`src/design/hdff_pkg.sv`:
```
// Shared types and constants for the hemicube delta form factor block.
// No dependencies; used by every module in the design folder.
`default_nettype none

package hdff_pkg;

	localparam int H_W      = 10;   // half width register
	localparam int IDX_W    = 10;   // pixel indices
	localparam int SQ_W     = 20;   // squares of 10-bit values
	localparam int D_W      = 22;   // sum of three squares
	localparam int DSQ_W    = 44;   // D*D
	localparam int C_W      = 59;
	localparam int C_LO_W   = 30;
	localparam int C_HI_W   = C_W - C_LO_W;
	localparam int X_W      = SQ_W + C_W;        // numerator N*C
	localparam int DEN_W    = DSQ_W + 8;         // D*D*2^8
	localparam int REM_W    = DEN_W;
	localparam int QUO_W    = 51;                // quotient is below 2^51 for inside pixels
	localparam int WEIGHT_W = 56;

	localparam logic [H_W-1:0] HALF_WIDTH_RESET = 10'd128;

	// 2^64/(12*pi), rounded
	localparam logic [C_W-1:0]    INV_12PI_Q64 = 59'd489315082983811198;
	localparam logic [C_LO_W-1:0] INV_LO = INV_12PI_Q64[C_LO_W-1:0];
	localparam logic [C_HI_W-1:0] INV_HI = INV_12PI_Q64[C_W-1:C_LO_W];

	// one stage of the divider chain
	typedef struct packed {
		logic             valid;
		logic             oor;
		logic [REM_W-1:0] rem;   // partial remainder, below den
		logic [QUO_W-1:0] num;   // numerator bits still to shift in, MSB next
		logic [DEN_W-1:0] den;
		logic [QUO_W-1:0] quo;
	} cell_bus_t;

endpackage

`default_nettype wire

```
`src/design/hdff_front.sv`:
```
// Front end: range check, distances, squares and the N*C product.
// Depends on hdff_pkg; feeds the divider chain with a registered cell_bus_t.
`default_nettype none

module hdff_front
	import hdff_pkg::*;
(
	input  logic             clk,
	input  logic             arst_n,
	input  logic             load,
	input  logic             action,
	input  logic [IDX_W-1:0] row_index,
	input  logic [IDX_W-1:0] col_index,
	input  logic [H_W-1:0]   h,
	output cell_bus_t        chain_in
);

	// stage 1: range check and distances
	logic             v_s1, oor_s1, side_s1;
	logic [IDX_W-1:0] di_s1, dj_s1, k_s1;
	logic [H_W-1:0]   h_s1;

	logic [H_W:0]     full;
	logic             in_face;
	logic [IDX_W-1:0] di, dj_top;

	always_comb begin
		full    = {h, 1'b0};
		in_face = ({1'b0, row_index} < full) &&
			(action ? (col_index < h) : ({1'b0, col_index} < full));
		di      = (row_index >= h) ? row_index - h : h - row_index;
		dj_top  = (col_index >= h) ? col_index - h : h - col_index;
	end

	always_ff @(posedge clk or negedge arst_n) begin
		if (!arst_n) begin
			v_s1 <= 1'b0;
		end else begin
			v_s1 <= load;
		end
	end

	always_ff @(posedge clk) begin
		oor_s1  <= ~in_face;
		side_s1 <= action;
		di_s1   <= di;
		dj_s1   <= action ? col_index : dj_top;
		k_s1    <= col_index;
		h_s1    <= h;
	end

	// stage 2: squares and N
	logic            v_s2, oor_s2;
	logic [SQ_W-1:0] di2_s2, dj2_s2, h2_s2, n_s2;
	logic [H_W-1:0]  nsel;

	assign nsel = side_s1 ? k_s1 : h_s1;

	always_ff @(posedge clk or negedge arst_n) begin
		if (!arst_n) begin
			v_s2 <= 1'b0;
		end else begin
			v_s2 <= v_s1;
		end
	end

	always_ff @(posedge clk) begin
		oor_s2 <= oor_s1;
		di2_s2 <= di_s1 * di_s1;
		dj2_s2 <= dj_s1 * dj_s1;
		h2_s2  <= h_s1 * h_s1;
		n_s2   <= oor_s1 ? '0 : nsel * h_s1;
	end

	// stage 3: D and the two partial products of N*C
	logic              v_s3, oor_s3;
	logic [D_W-1:0]    d_s3;
	logic [SQ_W+C_LO_W-1:0] plo_s3;
	logic [SQ_W+C_HI_W-1:0] phi_s3;

	always_ff @(posedge clk or negedge arst_n) begin
		if (!arst_n) begin
			v_s3 <= 1'b0;
		end else begin
			v_s3 <= v_s2;
		end
	end

	always_ff @(posedge clk) begin
		oor_s3 <= oor_s2;
		d_s3   <= D_W'(di2_s2) + D_W'(dj2_s2) + D_W'(h2_s2);
		plo_s3 <= n_s2 * INV_LO;
		phi_s3 <= n_s2 * INV_HI;
	end

	// stage 4: D*D and the full numerator
	logic             v_s4;
	cell_bus_t        pay_s4;
	logic [X_W-1:0]   x;
	logic [DSQ_W-1:0] dsq;

	always_comb begin
		x   = (X_W'(phi_s3) << C_LO_W) + X_W'(plo_s3);
		dsq = d_s3 * d_s3;
	end

	always_ff @(posedge clk or negedge arst_n) begin
		if (!arst_n) begin
			v_s4 <= 1'b0;
		end else begin
			v_s4 <= v_s3;
		end
	end

	always_ff @(posedge clk) begin
		pay_s4.valid <= 1'b0;
		pay_s4.oor   <= oor_s3;
		pay_s4.rem   <= REM_W'(x[X_W-1:QUO_W]);
		pay_s4.num   <= x[QUO_W-1:0];
		pay_s4.den   <= {dsq, 8'b0};
		pay_s4.quo   <= '0;
	end

	always_comb begin
		chain_in       = pay_s4;
		chain_in.valid = v_s4;
	end

endmodule

`default_nettype wire

```
`config.mk`:
```
export PLATFORM = sky130hd
export DESIGN_NAME = hdff_front
export DESIGN_NICKNAME = d
export VERILOG_FILES = /design/src/design/hdff_pkg.sv /design/src/design/hdff_front.sv
export SDC_FILE = /design/constraint.sdc
export NUM_CORES = 2
export LEC_CHECK = 0
export BUFFER_PORTS_ARGS = -buffer_cell sky130_fd_sc_hd__buf_4
export CAP_MARGIN = 20
export CELL_PAD_IN_SITES_DETAIL_PLACEMENT = 0
export CELL_PAD_IN_SITES_GLOBAL_PLACEMENT = 1
export CORE_MARGIN = 3
export CORE_UTILIZATION = 46
export DETAILED_ROUTE_END_ITERATION = 6
export PLACE_DENSITY_LB_ADDON = 0.1
export RECOVER_POWER = 50
export SYNTH_ARGS = -nofsm -noshare
export SYNTH_HDL_FRONTEND = slang
export SYNTH_SLANG_ARGS = --single-unit
```
`constraint.sdc`:
```
create_clock -name clk -period 6.4 [get_ports clk]
set_input_delay 0.64 -clock clk [delete_from_list [all_inputs] [get_ports clk]]
set_output_delay 0.64 -clock clk [all_outputs]
set_load 0.02 [all_outputs]
```
==> out/results.txt <==
The flow ran to the end, but the final reports show violations. The final reports fail on negative setup slack. The critical path in this run is classified as reg2reg. Clock tree synthesis inserted a total of 49 buffers. Measured along the y axis, the die boundary spans 359 microns. The tightest hold path in the finished design has a slack of 0.144 ns. The fraction of layout cells with a size suffix above 1 is 19.1%, and the layout overhead on the synthesized area is 19.7%.

A synthesized cell averages 9.60 sq um. In the final routed layout, each cell accounts on average for 18.6 microns. Among all flip-flop cells after synthesis, the most frequent one is sky130_fd_sc_hd__dfxtp_1.

Count of endpoints failing hold in the final timing report: 0. The detail-routed via count per cell came out at 4.90. On the critical path, the stage with the largest delay is an instance of sky130_fd_sc_hd__fa_2. The tools report the initial antenna violation count as 2. The critical path data required time was 6.91 ns.

Detailed placement finished with a half-perimeter wire length of 136 mm. Yosys mapped a number of flops with a built-in enable equal to 0. For the final setup slack of the worst path, the log shows -0.0990 ns. The initialized floorplan defines 129 standard-cell rows. TritonCTS built the clock tree.

The floorplan step defined a die boundary enclosing 129000 sq um. The die width is 359 microns. Global routing finished with a remaining overflow of 0. For the final count of pins violating max slew, the log shows 0. The tools report the sort of element at the start of the critical path as a flop.

The count of nets after finishing was 8673. The first-pass GRT wire length came out at 250 mm. In this run, synthesis produced a sequential element count of 364. Across the run, the number of max-cap violations was 0. The total area inside the core boundary comes to 124000 sq um.

The peak fanout along the critical path was 4; the sequential-to-total area share from yosys stat was 12.7%. The launch point of the critical path was n_s2[8]$_SDFF_PP0_. CTS built an H-tree with a depth of 2.

In the synthesized netlist the async set-or-reset flop fraction comes to 1.10%. The total inserted antenna cells was 0. Setup repair after global routing could not meet its margin everywhere. The number of cells traversed by the worst register-to-register path is 22, and the clock-pin slew on the worst setup and hold paths is 0.06 ns. The largest total area in the synthesized netlist belongs to sky130_fd_sc_hd__fa_1.

The tools report the buffer levels on the longest clock path as 3. The critical path goes through fa_2 > inv_2 > fa_1 > buf_6 > ha_4 > ha_4 > inv_2 > fa_1 > fa_1 > inv_2 > fa_1 > ha_4 > a21oi_2 > o21ai_1 > a311o_1 > a221oi_4 > a21oi_4 > o311ai_4 > nand4_4 > a41oi_4 > o21ai_2 > xor2_1. The starting density of the core was 46.4%; the number of top-level pins was 242. In this run the critical register-to-register path is launched from n_s2[8]$_SDFF_PP0_. After synthesis, the cell types taking the most area are sky130_fd_sc_hd__fa_1 (35%), sky130_fd_sc_hd__ha_1 (19%), sky130_fd_sc_hd__dfxtp_1 (13%). The largest single stage delay on the critical path is 0.67 ns.

The final cycle utilization of the critical path works out to 102%. STA classifies the critical path endpoint as a flop. The smallest clock period supported by the final layout is computed as 6.50 ns. Setup violations remaining at the end of the flow were counted as 16. The path class of the tightest hold or removal check is in2reg. The logs give 0.154 GHz for the maximum clock frequency and 41400 for the via count. The data arrival time at the worst-slack endpoint was 7.01 ns; the proportion of netlist area held by the largest area contributor was 34.5%.

The mapped netlist covers 57500 sq um. Reg-to-reg endpoint: plo_s3[48]$_DFF_P_. After the first detailed-routing iteration, the DRC count stood at 1897. The count of distinct cell types in the synthesized netlist came out at 86.

The critical path capture point is plo_s3[48]$_DFF_P_. The tools report the largest net degree at the start of global routing as 27. The first TritonRoute pass finished after 5 iterations.

In this run the register-to-register setup slack is -0.1 ns. Slew of the pin with the lowest slew margin: 0.979 ns. The count of port buffers added during placement is 156. Placer congestion estimate: 0.970. Leaving out fill and tap cells, the most frequent cell in the layout is sky130_fd_sc_hd__inv_1.

The logs give 5987 for the cell count after synthesis and 0 for the synthesis warning total. After detailed routing, the total wire length is 157 mm. The count of nets left with antenna violations once routing finished came out at 0. The number of clock sinks is 364, and the worst slew margin relative to its limit is 34.7%.

On the final layout, the worst clock skew is 0.0268 ns. Library cell appearing most often on the critical path: sky130_fd_sc_hd__fa_1. The clock reaches the later pin of the worst-skew pair after 0.64 ns. The via count of the first global-routing pass is 43900. In the global route stage, overall resource usage came out at 24.8%. The tools report the clock tree root buffer cell as sky130_fd_sc_hd__clkbuf_16. For this run, design rule violations remaining after detail routing come to 0.

In the layout the commonest cells are sky130_fd_sc_hd__inv_1 (1408), sky130_fd_sc_hd__fa_1 (955), sky130_fd_sc_hd__ha_1 (829), sky130_fd_sc_hd__buf_4 (763), sky130_fd_sc_hd__nand2_1 (333).
-- layout make-up --
cell class	instances	area (sq um)
inverters	1468	5530
well taps	1637	2050
clock buffers	58	1350
multi-input cells	4031	45300
clock inverters	31	359
fillers	11400	55000
flip-flops and latches	364	7400
repair buffers	862	6780
-- layer usage --
metal	global-route usage, %	vias up	part of all wire [%]
met3	4.27	162	5.4
met4	5.33	0	2.3
li1	-	20000	-
met5	0	-	0
met1	36.1	20400	48
met2	38.8	821	44
-- kinds of logic (layout without fill, tap and decap cells) --
logic type | Yosys count | after routing | share of synthesized area [%]
AO/OA/AOI/OAI | 725 | 725 | 8.36
XOR/XNOR | 301 | 301 | 4.59
adder cells (fa/ha/maj) | 1863 | 1863 | 53.5
buffers and inverters | 1679 | 2419 | 11.5
flip-flops | 364 | 364 | 12.7
multiplexers | 31 | 31 | 0.564
other | 1 | 88 | 0.00652
AND/OR/NAND/NOR | 1023 | 1023 | 8.74
-- synthesized netlist by cell type, types with 25 or more instances --
cell type and count:
sky130_fd_sc_hd__clkbuf_1 122, sky130_fd_sc_hd__dfxtp_1 360, sky130_fd_sc_hd__o21ai_0 99, sky130_fd_sc_hd__a21oi_1 221, sky130_fd_sc_hd__xor2_1 99, sky130_fd_sc_hd__ha_1 872, sky130_fd_sc_hd__inv_1 1467, sky130_fd_sc_hd__and3_1 41
sky130_fd_sc_hd__fa_1 991, sky130_fd_sc_hd__buf_4 86, sky130_fd_sc_hd__o21a_1 30, sky130_fd_sc_hd__and2_1 200, sky130_fd_sc_hd__a21o_1 134, sky130_fd_sc_hd__nand3_1 53, sky130_fd_sc_hd__nor3_1 31, sky130_fd_sc_hd__o21bai_1 48
sky130_fd_sc_hd__o21ai_1 28, sky130_fd_sc_hd__nor2_1 168, sky130_fd_sc_hd__a31oi_1 25, sky130_fd_sc_hd__xnor2_1 202, sky130_fd_sc_hd__nand2_1 357, sky130_fd_sc_hd__nand4_1 42, sky130_fd_sc_hd__nor2b_1 59
-- worst min-delay path by stage --
stage	start	end	slack, ns	cells after the start
2_1_floorplan	plo_s3[3]$_DFF_P_	chain_in[106]$_DFF_P_	0.31	0
3_3_place_gp	plo_s3[29]$_DFF_P_	chain_in[132]$_DFF_P_	0.31	0
3_5_place_dp	plo_s3[29]$_DFF_P_	chain_in[132]$_DFF_P_	0.31	0
4_1_cts	h[9]	h_s1[9]$_DFF_P_	0.06	1
5_1_grt	h[9]	h_s1[9]$_DFF_P_	0.10	1
6_report	h[9]	h_s1[9]$_DFF_P_	0.14	1
-- worst max-delay path, delay by kind of cell, from the launching register on --
family	cells	cell delay (ns)
fa+ha+maj	8	3.53
xor+xnor	1	0.14
compound gates	8	1.90
flops	1	0.33
buf+inv	4	0.28
simple gates	1	0.19
-- timing repair --
item / CTS / global route
setup endpoints to repair: 44 / 52
buffers inserted: 45 / 28
pin swaps: 128 / 176
gates resized for setup: 228 / 254
gates cloned: 1 / 1
endpoints found under the hold margin: 4 / 0
hold buffers: 1 / 0
-- metrics by stage --
step	instance area, sq um	utilization [%]	std cells	TNS (ns)	setup WS [ns]
after global placement	64900	52.4	8299	-9.08	-0.661
final	68800	55.6	8451	-0.745	-0.0990
after global routing	68800	55.6	8451	-5.65	-0.316
after floorplan	57800	-	6074	0	0.0127
after detailed placement	64900	52.4	8299	-11.12	-0.697
after CTS	67700	54.7	8427	-0.143	-0.0483
-- state kept, by name, indices dropped and copies added, names as in the netlist, 10 cells and up --
register / cells
d_s3: 22
h2_s2: 19
phi_s3: 48
h_s1: 10
n_s2: 20
dj2_s2: 19
k_s1: 10
dj_s1: 10
chain_in: 122
di_s1: 10
di2_s2: 19
plo_s3: 47
Power is left out: the tool's default activity adds up to more than one toggle a clock period on the data nets, which glitch-free logic cannot reach.
