===== src/design/hdff_pkg.sv =====
// Shared types and constants for the hemicube delta form factor block.
// No dependencies; used by every module in the design folder.
`default_nettype none

package hdff_pkg;

	localparam int H_W      = 10;   // half width register
	localparam int IDX_W    = 10;   // pixel indices
	localparam int SQ_W     = 20;   // squares of 10-bit values
	localparam int D_W      = 22;   // sum of three squares
	localparam int DSQ_W    = 44;   // D*D
	localparam int C_W      = 59;
	localparam int C_LO_W   = 30;
	localparam int C_HI_W   = C_W - C_LO_W;
	localparam int X_W      = SQ_W + C_W;        // numerator N*C
	localparam int DEN_W    = DSQ_W + 8;         // D*D*2^8
	localparam int REM_W    = DEN_W;
	localparam int QUO_W    = 51;                // quotient is below 2^51 for inside pixels
	localparam int WEIGHT_W = 56;

	localparam logic [H_W-1:0] HALF_WIDTH_RESET = 10'd128;

	// 2^64/(12*pi), rounded
	localparam logic [C_W-1:0]    INV_12PI_Q64 = 59'd489315082983811198;
	localparam logic [C_LO_W-1:0] INV_LO = INV_12PI_Q64[C_LO_W-1:0];
	localparam logic [C_HI_W-1:0] INV_HI = INV_12PI_Q64[C_W-1:C_LO_W];

	// one stage of the divider chain
	typedef struct packed {
		logic             valid;
		logic             oor;
		logic [REM_W-1:0] rem;   // partial remainder, below den
		logic [QUO_W-1:0] num;   // numerator bits still to shift in, MSB next
		logic [DEN_W-1:0] den;
		logic [QUO_W-1:0] quo;
	} cell_bus_t;

endpackage

`default_nettype wire


===== src/design/hdff_cell.sv =====
// One restoring-division cell: shifts in a numerator bit, makes one quotient bit.
// Depends on hdff_pkg for cell_bus_t.
`default_nettype none

module hdff_cell
	import hdff_pkg::*;
(
	input  logic      clk,
	input  logic      arst_n,
	input  cell_bus_t prev,
	output cell_bus_t next
);

	logic             valid_q;
	cell_bus_t        pay_q;
	cell_bus_t        nxt;
	logic [REM_W:0]   t, diff;
	logic             ge;

	always_comb begin
		t    = {prev.rem, prev.num[QUO_W-1]};
		diff = t - {1'b0, prev.den};
		ge   = (t >= {1'b0, prev.den});
		nxt       = prev;
		nxt.rem   = ge ? diff[REM_W-1:0] : t[REM_W-1:0];
		nxt.num   = {prev.num[QUO_W-2:0], 1'b0};
		nxt.quo   = {prev.quo[QUO_W-2:0], ge};
	end

	always_ff @(posedge clk or negedge arst_n) begin
		if (!arst_n) begin
			valid_q <= 1'b0;
		end else begin
			valid_q <= prev.valid;
		end
	end

	always_ff @(posedge clk) begin
		pay_q <= nxt;
	end

	always_comb begin
		next       = pay_q;
		next.valid = valid_q;
	end

	// remainder stays below the divisor for in-range items
	a_rem_bound: assert property (@(posedge clk) disable iff (!arst_n)
		prev.valid && !prev.oor && (prev.rem < prev.den) |=> next.rem < next.den)
		else $error("divider cell remainder out of bound");

endmodule

`default_nettype wire


===== config.mk =====
export PLATFORM = sky130hd
export DESIGN_NAME = hdff_cell
export DESIGN_NICKNAME = d
export VERILOG_FILES = /design/src/design/hdff_pkg.sv /design/src/design/hdff_cell.sv
export SDC_FILE = /design/constraint.sdc
export NUM_CORES = 1
export LEC_CHECK = 0
export ABC_CLOCK_PERIOD_IN_PS = 1400
export BUFFER_PORTS_ARGS = -buffer_cell sky130_fd_sc_hd__buf_2
export CAP_MARGIN = 40
export CORE_AREA = 5 5 158 160
export CTS_CLUSTER_SIZE = 10
export DETAILED_ROUTE_END_ITERATION = 8
export DIE_AREA = 0 0 163 165
export HOLD_SLACK_MARGIN = 0.1
export PLACE_DENSITY = 0.71
export SYNTH_ARGS = -nofsm -noshare
export SYNTH_HDL_FRONTEND = slang
export SYNTH_SLANG_ARGS = --single-unit

===== constraint.sdc =====
create_clock -name clk -period 1.4 [get_ports clk]
set_input_delay 0.28 -clock clk [delete_from_list [all_inputs] [get_ports clk]]
set_output_delay 0.28 -clock clk [all_outputs]
set_load 0.02 [all_outputs]

==> reports/results.ini, run 1 <==
[layout]
fillers = 1655
multi_input_area_um2 = 4580
drive_above_1_share_pct = 51.3
final_cell_count_no_fill = 2003
finish.instance_area_um2 = 16400
fin_util_pct = 70.7
fin_nets = 1924
syn2layout_area_growth_pct = 92.6
regArea_um2 = 4150

[floorplanning]
die_y_um = 165
dieArea_um2 = 26900
start_util_pct = 36.7
boundaryPins = 418
die_w_um = 163
core_area_um2 = 23300
rows = 56

[clocking]
clock_sinks = 207
clk_path_buf_depth = 3
numCtsBuffers = 25
clockRootBuffer = clkbuf_16
tritoncts = done
path_clk_slew_ns = 0.05
cts_max_level = 1

[synth]
ys.flop_type = dfxtp_1
synthesis.area_um2 = 8540
synth_area_per_cell_um2 = 10.6
synth_top_area_share_pct = 48.3
synth_cell_types = 72
yosysWarnings = 0
async_flop_share_pct = 0.483
synth_common_cells = dfxtp_1 (206), inv_1 (65), a21oi_1 (63), ha_1 (52), nand2_1 (50)
synth_most_common_cell = dfxtp_1
synthCells = 805
synth_edf_count = 0
ys_seq_elements = 207
syn-num-nets = 1068
synthTopCellsByArea = dfxtp_1 (48%), mux2_4 (7.7%), ha_1 (7.6%), a21oi_1 (3.7%), xnor2_1 (3.2%)
synth_seq_area_share_pct = 48.6
synth_area_leader_cell = dfxtp_1

[place]
io_buffers = 415
gp_routability_congestion = 0.888
dp_worst_setup_slack_ns = -1.72
dp.cells = 1705
dp.final_hpwl_um = 25900
placed_cell_area_um2 = 12600

[job]
cap_viol_max_count = 0

[global_route]
track_usage_pct = 25.4
grt_pass1_vias = 10000
grt_pass1_wl_um = 53800
antenna_found_initial = 22
grt-ovfl-total = 0
grt_max_degree = 19

[detailed_routing]
vias = 9575
drt_pre_antenna_iters = 5
drt_first_iter_violations = 524
drcViolationCount = 0
vias_per_cell = 4.78
ant_nets = 0
wirelength_um = 37700
routedWlPerCell_um = 18.8

[setup_path]
crit_buf_inv = 4
crit_family = compound AO/OA/AOI/OAI gates
startpoint_type = primary input
cp.arrival_ns = 2.82
worstSetupPathType = primary input to register
max_stage_delay_ns = 0.40
path_cells = buf_8, inv_4, ha_4, fa_2, nor2b_4, o21bai_4, a211oi_2, o41a_1, nor3_4, buf_12, buf_4, o31ai_4, a21oi_2, xnor2_1, mux2_4
worstPathRequired_ns = 1.82
crit_fanout = 6
cp_slowest_cell = fa_2
cp-end-kind = register

[worst_hold_path]
hold_path.class = primary input to register
whs_path_depth = 4
hold_start = prev[51]
holdPathEnd = next[154]

[power_and_ir_drop]
report.power.total_mw = 18.4
p_leak_nw = 8.01
ir_drop_v = 0.000980
p_per_area_nw_per_um2 = 1120

[timing]
setup_violations = 53
worstMarginPinSlew_ns = 0.540
layout_setup_ws_ns = -1.00
finalCriticalPeriod_ns = 2.40
fmaxAchievable_mhz = 416
finalCritPeriodShare_pct = 172
drv_slew = 0
setup_tns_ns = -50.35
hold_ws_ns = 0.157
relSlewSlack_pct = 63.6
rsz0062_at_grt = true
hold_viol = 0

[outcome]
failed_checks = setup timing
outcome = finished, violations left

-- state kept, by name, indices dropped and copies added, names as in the netlist --
name and flops:
valid_q 1, next 206
-- cell type report --
class	count	area share, %
Multi-Input combinational cell	503	27.9
Clock buffer	32	4.21
Timing Repair Buffer	858	38.2
Inverter	66	1.66
Sequential cell	207	25.2
Clock inverter	2	0.152
Antenna cell	16	0.243
Tap cell	319	2.43
-- worst max path at each step --
stage	cells after the start	startpoint	end	slack (ns)
2_1_floorplan	13	prev[65]	next[159]	-1.23
3_3_place_gp	13	prev[153]	next[188]	-1.64
3_5_place_dp	13	prev[153]	next[188]	-1.72
4_1_cts	12	prev[58]	next[200]	-0.94
5_1_grt	12	prev[56]	next[200]	-1.07
6_report	15	prev[153]	next[198]	-1.00
-- cells in the final DEF (no fill, tap or decap), types with 5 or more instances in the layout --
master         instances
a21oi_1               46
buf_4                213
o21ai_0               25
inv_4                  5
o21bai_1              12
nor2_1                39
o21a_1                 7
xor2_1                12
clkbuf_16             28
diode_2               16
nand3_1               12
xnor2_1               31
a211oi_2               5
dlygate4sd3_1        205
nor3_1                14
buf_12                 9
nand4_1                9
inv_2                 12
inv_1                 47
a31oi_1                6
ha_4                  24
buf_2                397
a21o_1                24
mux2_4                47
a21oi_4                7
dfxtp_1              206
nand2_1               44
ha_1                  27
a21oi_2               12
buf_6                 26
-- cell families (layout without fill, tap and decap cells) --
kind of cell,Yosys count,count (layout),share of synthesized area (%)
AO/OA/AOI/OAI,192,192,15.0
XOR/XNOR,43,43,4.41
adder cells (fa/ha/maj),53,53,7.85
buffers and inverters,95,958,6.46
flip-flops,207,207,48.6
multiplexers,48,48,8.25
other,1,17,0.0439
AND/OR/NAND/NOR,166,166,9.39
-- metal layers --
layer	track usage, %	up-vias	wire, µm
met2	47.8	405	20000
li1	-	4518	-
met4	12.3	12	1630
met3	7.34	124	2880
met1	25.8	4516	13200
met5	0	-	79
-- worst min-delay path, delay by kind of cell --
family | cells | cell delay [ns]
compound gates | 1 | 0.04
fa+ha+maj | 1 | 0.13
buf+inv | 2 | 0.19
-- timing repair --
| item | CTS | global route |
|---|---|---|
| cloned | 2 | 3 |
| hold buffers | 205 | 0 |
| resized for setup | 73 | 56 |
| buffers inserted | 11 | 27 |
| pin swaps | 29 | 46 |
| hold endpoints to repair | 204 | 0 |
| endpoints found under the setup margin | 53 | 53 |
-- where the power goes --
part,switching (mW),total [mW],internal (mW)
Sequential,0.155,6.62,6.47
Combinational,2.92,5.97,3.05
Clock,2.42,5.85,3.42
Total,5.50,18.4,12.9
No activity file was read; power rests on OpenSTA's default activity.
==> run 2, diff against run 1 <==
Settings changed: CORE_AREA 5 5 158 160 to 2 2 164 166, DIE_AREA 0 0 163 165 to 0 0 166 168, PLACE_DENSITY 0.71 to 0.65, RECOVER_POWER set to 50.
==> run 2 against run 1 <==
Net effect:
- the run still ends with setup timing left
- first-iteration DRC count down 38%
- non-clock buffer count down 12
- final cell count about the same
- clock power down 3.6%
- sequential power about the same
- critical endpoint is now next[202]
==> reports/results.ini, run 2 (same netlist as run 1, synthesis figures left out) <==
[layout]
most-common-layout-cells = buf_2 (353), buf_4 (211), dfxtp_1 (206), dlygate4sd3_1 (204), clkbuf_1 (54)
drive_above_1_share_pct = 47.8  ; -3.5 points
fillers = 2126  ; +28%
layout_commonest_cell = buf_2
multi_input_area_um2 = 4550  ; -0.74%
final_cell_count_no_fill = 2004  ; +0.050%
syn2layout_area_growth_pct = 88.3
fin_nets = 1912  ; -0.62%
largest_reg_flops = 206  ; unchanged
regArea_um2 = 4150  ; unchanged

[floorplanning]
start_util_pct = 32.4  ; -4.3 points
core_area_um2 = 26400  ; +13%
dieArea_um2 = 27900  ; +3.7%
die_y_um = 168  ; +1.8%
die_w_um = 166  ; +1.8%
boundaryPins = 418  ; unchanged
rows = 60  ; +7.1%

[detailed_routing]
wl_met2_um = 18500  ; -7.3%
ant_nets = 0  ; unchanged
wirelength_um = 33800  ; -11%
drt_pre_antenna_iters = 5  ; unchanged
routedWlPerCell_um = 16.8  ; -11%
drcViolationCount = 0  ; unchanged
vias_per_cell = 4.55  ; -4.8%
vias = 9124  ; -4.7%
top_layer_used = met4
wirelength_met1_um = 12400  ; -5.7%
wl_met3_um = 2080  ; -28%
drt_first_iter_violations = 327  ; -38%

[power_and_ir_drop]
p_per_area_nw_per_um2 = 1120  ; -0.20%
ir_drop_v = 0.00114  ; +16%
p_leak_nw = 7.72  ; -3.6%

[place]
dp.cells = 1727  ; +1.3%
dp.final_hpwl_um = 23900  ; -7.8%
io_buffers = 415  ; unchanged
gp_routability_congestion = 0.898  ; +1.1%

[setup_path]
worstPathRequired_ns = 1.79  ; -0.03 ns
startpoint_type = primary input
cp.arrival_ns = 2.79  ; -0.03 ns
cp-endpoint = next[202]
crit_fanout = 5  ; -1
worstSetupStartpoint = prev[167]
cp-end-kind = register
worstSetupPathType = primary input to register

[timing]
hold_viol = 0  ; unchanged
rsz0062_at_grt = true
fmaxAchievable_mhz = 416  ; about the same
drv_slew = 0  ; unchanged
finalCriticalPeriod_ns = 2.40  ; +0.00176 ns
setup_violations = 53  ; unchanged
setup_tns_ns = -48.57  ; +1.78 ns
layout_setup_ws_ns = -1.00  ; -0.00176 ns
finalCritPeriodShare_pct = 172  ; about the same

[global_route]
grt_pass1_vias = 9723  ; -3.0%
antenna_found_initial = 6  ; -73%
track_usage_pct = 22.8  ; -2.7 points
grt-ovfl-total = 0  ; unchanged
grt_max_degree = 22  ; +3
grt_pass1_wl_um = 50600  ; -5.8%

[clocking]
numCtsBuffers = 25  ; unchanged
cts_max_level = 1  ; unchanged
tritoncts = done
clockRootBuffer = clkbuf_16
clk_path_buf_depth = 3  ; unchanged
path_clk_slew_ns = 0.06  ; about the same
clock_sinks = 207  ; unchanged

[outcome]
failed_checks = setup timing
outcome = finished, violations left

[worst_hold_path]
hold_path.class = primary input to register

[job]
cap_viol_max_count = 0  ; unchanged

[run 2: changes by cell type in the layout (fill, tap and decap cells not counted), sizes merged]
cell,before,now
clkbuf,35,84
diode,16,8
clkinv,1,2
buf,650,589
dlygate4sd3,205,204
inv,67,66
[run 2: critical path, stage by stage]
cell      delay, ns
buf_2          0.12
ha_4           0.26
a21oi_4        0.18
o21ai_4        0.10
or3_4          0.41
o21a_4         0.24
o211ai_4       0.19
a211oi_2       0.11
or2_4          0.30
buf_12         0.15
buf_16         0.14
mux2_4         0.30
[run 2: final cells by class]
cell class,count,share of cell area [%]
antenna,8,0.124
clock buffer,31,4.15
clock inverter,2,0.0622
inverter,66,1.66
multi-input combinational,503,28.3
sequential,207,25.8
tap,341,2.65
timing repair buffer,846,37.3
[run 2: routing by layer]
| layer | vias to the layer above | track usage [%] |
|---|---|---|
| met2 | 322 | 45.4 |
| met3 | 54 | 4.44 |
| met1 | 4253 | 24.0 |
| met5 | - | 0 |
| li1 | 4495 | - |
| met4 | 0 | 6.58 |
[run 2: metrics by stage]
stage | instance area, µm² | worst slack [ns] | util [%] | hold slack [ns] | power [mW]
after CTS | 15800 | -1.01 | 60.1 | 0.101 | 18.0
after detailed placement | 12600 | -1.75 | 47.8 | 0.0594 | 11.5
after global placement | 12600 | -1.66 | 47.8 | 0.0560 | 11.5
after global routing | 16100 | -1.05 | 61.0 | 0.120 | 18.8
final | 16100 | -1.00 | 61.0 | 0.121 | 18.0
after floorplan | 8890 | -1.23 | - | -0.0156 | 9.59
[run 2: worst min-delay path by stage]
stage / startpoint / endpoint / slack, ns / cells after the start
after CTS: prev[197] / next[198] / 0.10 / 3
final: prev[197] / next[198] / 0.12 / 3
after detailed placement: arst_n / valid_q / 0.06 / 1
after global routing: prev[197] / next[198] / 0.12 / 3
after global placement: arst_n / valid_q / 0.06 / 1
after floorplan: arst_n / valid_q / -0.02 / 0
[run 2: timing repair]
action                                  4_1_cts  5_1_grt
resized for setup                            54       60
endpoints found under the setup margin       53       53
gates cloned                                  4        0
endpoints found under the hold margin       203        0
hold buffers                                204        0
pin swaps                                    23       29
buffers inserted                             21       10
[run 2: power breakdown]
part	switching, mW	internal (mW)
clock	2.35	3.29
sequential	0.157	6.47
combinational	2.81	2.92
total	5.33	12.7
==> run 3, diff against run 2 <==
Settings changed: CORE_AREA 2 2 164 166 to 2 2 163 165, CTS_BUF_LIST set to sky130_fd_sc_hd__clkbuf_2 sky130_fd_sc_hd__clkbuf_4 sky130_fd_sc_hd__clkbuf_8, DIE_AREA 0 0 166 168 to 0 0 165 167, PLACE_DENSITY 0.65 to 0.66.
==> run 3 against run 2 <==
Net effect:
- critical path type unchanged
- routed wire length rose by 3.9%
- worst setup slack better by 0.00087 ns
- first-iteration DRC count is 20% higher
- highest routed layer unchanged
- the flow finishes with violations (hold timing, setup timing)
==> reports/results.ini, run 3 (same netlist as run 1, synthesis figures left out) <==
[timing]
finalCriticalPeriod_ns = 2.40  ; -0.000870 ns
drv_slew = 0  ; unchanged
finalCritPeriodShare_pct = 172  ; about the same
hold_ws_ns = -0.136  ; -0.257 ns
setup_violations = 53  ; unchanged
rsz0062_at_grt = true
hold_viol = 1  ; +1
layout_setup_ws_ns = -1.00  ; +0.000870 ns
fmaxAchievable_mhz = 416  ; about the same

[floorplanning]
core_area_um2 = 25800  ; -2.2%
boundaryPins = 418  ; unchanged
die_y_um = 167  ; -0.60%
rows = 59  ; -1.7%
start_util_pct = 33.2  ; +0.74 points
die_w_um = 165  ; -0.60%
dieArea_um2 = 27600  ; -1.2%

[detailed_routing]
vias = 9357  ; +2.6%
drt_pre_antenna_iters = 5  ; unchanged
wirelength_um = 35100  ; +3.9%
drcViolationCount = 0  ; unchanged
vias_per_cell = 4.58  ; +0.69%
ant_nets = 0  ; unchanged
routedWlPerCell_um = 17.2  ; +2.0%
drt_first_iter_violations = 392  ; +20%

[outcome]
failed_checks = hold timing, setup timing
outcome = finished, violations left

[layout]
syn2layout_area_growth_pct = 90.6
drive_above_1_share_pct = 50.0  ; +2.2 points
layout_commonest_cell = buf_2
final_cell_count_no_fill = 2041  ; +1.8%
fillers = 2040  ; -4.0%
largest_reg_flops = 206  ; unchanged
most-common-layout-cells = buf_2 (360), dfxtp_1 (206), buf_4 (206), dlygate4sd3_1 (203)
fin_nets = 1927  ; +0.78%

[worst_hold_path]
holdPathEnd = next[65]
hold_path.class = primary input to register
whs_path_depth = 1  ; -2
hold_start = prev[65]

[clocking]
cts_max_level = 2  ; +1
clock_sinks = 207  ; unchanged
path_clk_slew_ns = 0.06  ; about the same
clockRootBuffer = clkbuf_8
cts-hold-fix-buffers = 203  ; -0.49%
clk_path_buf_depth = 3  ; unchanged
tritoncts = done
numCtsBuffers = 38  ; +52%

[global_route]
antenna_found_initial = 15  ; +9
grt_pass1_vias = 9988  ; +2.7%
grt_max_degree = 24  ; +9.1%
grt-ovfl-total = 0  ; unchanged
grt_pass1_wl_um = 52200  ; +3.0%
track_usage_pct = 24.3  ; +1.5 points

[power_and_ir_drop]
p_leak_nw = 7.92  ; +2.6%
ir_drop_v = 0.000903  ; -21%
p_per_area_nw_per_um2 = 1200  ; +7.4%

[place]
io_buffers = 415  ; unchanged
gp_routability_congestion = 0.876  ; -2.5%
dp_worst_setup_slack_ns = -1.74  ; +0.00469 ns
dp.final_hpwl_um = 25100  ; +5.0%
dp.cells = 1728  ; +0.058%

[setup_path]
worstSetupPathType = primary input to register
cp.arrival_ns = 2.82  ; +0.03 ns
cp-end-kind = register
startpoint_type = primary input
crit_fanout = 23  ; +18
max_stage_delay_ns = 0.36  ; -0.05 ns
worstPathRequired_ns = 1.82  ; +0.03 ns
cp_slowest_cell = mux2_2
path_cells = buf_8, inv_8, ha_4, a21oi_4, o21ai_4, o2111ai_4, a211oi_2, o21a_4, o211ai_4, a211oi_2, or2_4, buf_12, mux2_2
cpMostUsedCell = a211oi_2

[job]
cap_viol_max_count = 0  ; unchanged

run 3: cell count changes in the layout (fill, tap and decap cells not counted), moves of 5 or more:
cell / change
clkbuf_16: -25
clkbuf_1: -28
clkbuf_2: +19
clkbuf_8: +47
buf_4: -5
bufinv_16: +7
clkbuf_4: +13
ha_4: -5
ha_1: +5
diode_2: +8
buf_2: +7
run 3: how the worst max path moves through the flow:
stage               slack (ns)  cells after the start      start         to
detailed placement       -1.74                     13  prev[153]  next[200]
global route             -1.06                     13   prev[66]  next[156]
global placement         -1.70                     13  prev[153]  next[188]
finish                   -1.00                     13   prev[65]  next[156]
floorplan                -1.23                     13   prev[65]  next[159]
CTS                      -0.94                     13   prev[65]  next[156]
run 3: metal layers:
metal  share of wire, %  track usage, %
met5                  0               0
met4                3.4            11.5
met3                7.5            6.45
met2                 53            45.7
met1                 36            24.3
run 3: critical path, delay by kind of cell:
family / cells / cell delay (ns)
fa+ha+maj: 1 / 0.29
simple gates: 1 / 0.25
compound gates: 7 / 1.29
buf+inv: 3 / 0.35
mux: 1 / 0.36
run 3: power by group:
| group | internal, mW | total (mW) | switching [mW] |
|---|---|---|---|
| sequential | 6.47 | 6.63 | 0.165 |
| clock | 4.61 | 7.29 | 2.68 |
| combinational | 2.87 | 5.65 | 2.79 |
run 3: cell type report:
type | instances | area [µm²] | share of cell area, %
sequential | 207 | 4150 | 25.5
clock inverter | 11 | 241 | 1.48
clock buffer | 55 | 719 | 4.42
multi-input combinational | 503 | 4470 | 27.4
antenna | 16 | 40.0 | 0.246
tap | 335 | 419 | 2.57
inverter | 66 | 268 | 1.64
timing repair buffer | 848 | 5980 | 36.7
run 3: what timing repair did:
item	CTS	global route
endpoints found under the setup margin	53	54
pin swaps	13	7
resized for setup	88	20
gates cloned	2	0
endpoints found under the hold margin	203	1
setup buffers	22	7
run 3: per-stage QoR:
stage	power, mW	setup TNS, ns	area, µm²	hold WS [ns]	utilization, %
floorplan	9.59	-63.62	8890	-0.0156	-
global placement	11.5	-80.02	12600	0.0545	49.0
detailed placement	11.5	-82.01	12600	0.0551	49.0
CTS	19.6	-46.27	16200	-0.171	62.9
global route	20.4	-52.80	16300	-0.159	63.2
finish	19.6	-50.19	16300	-0.136	63.2
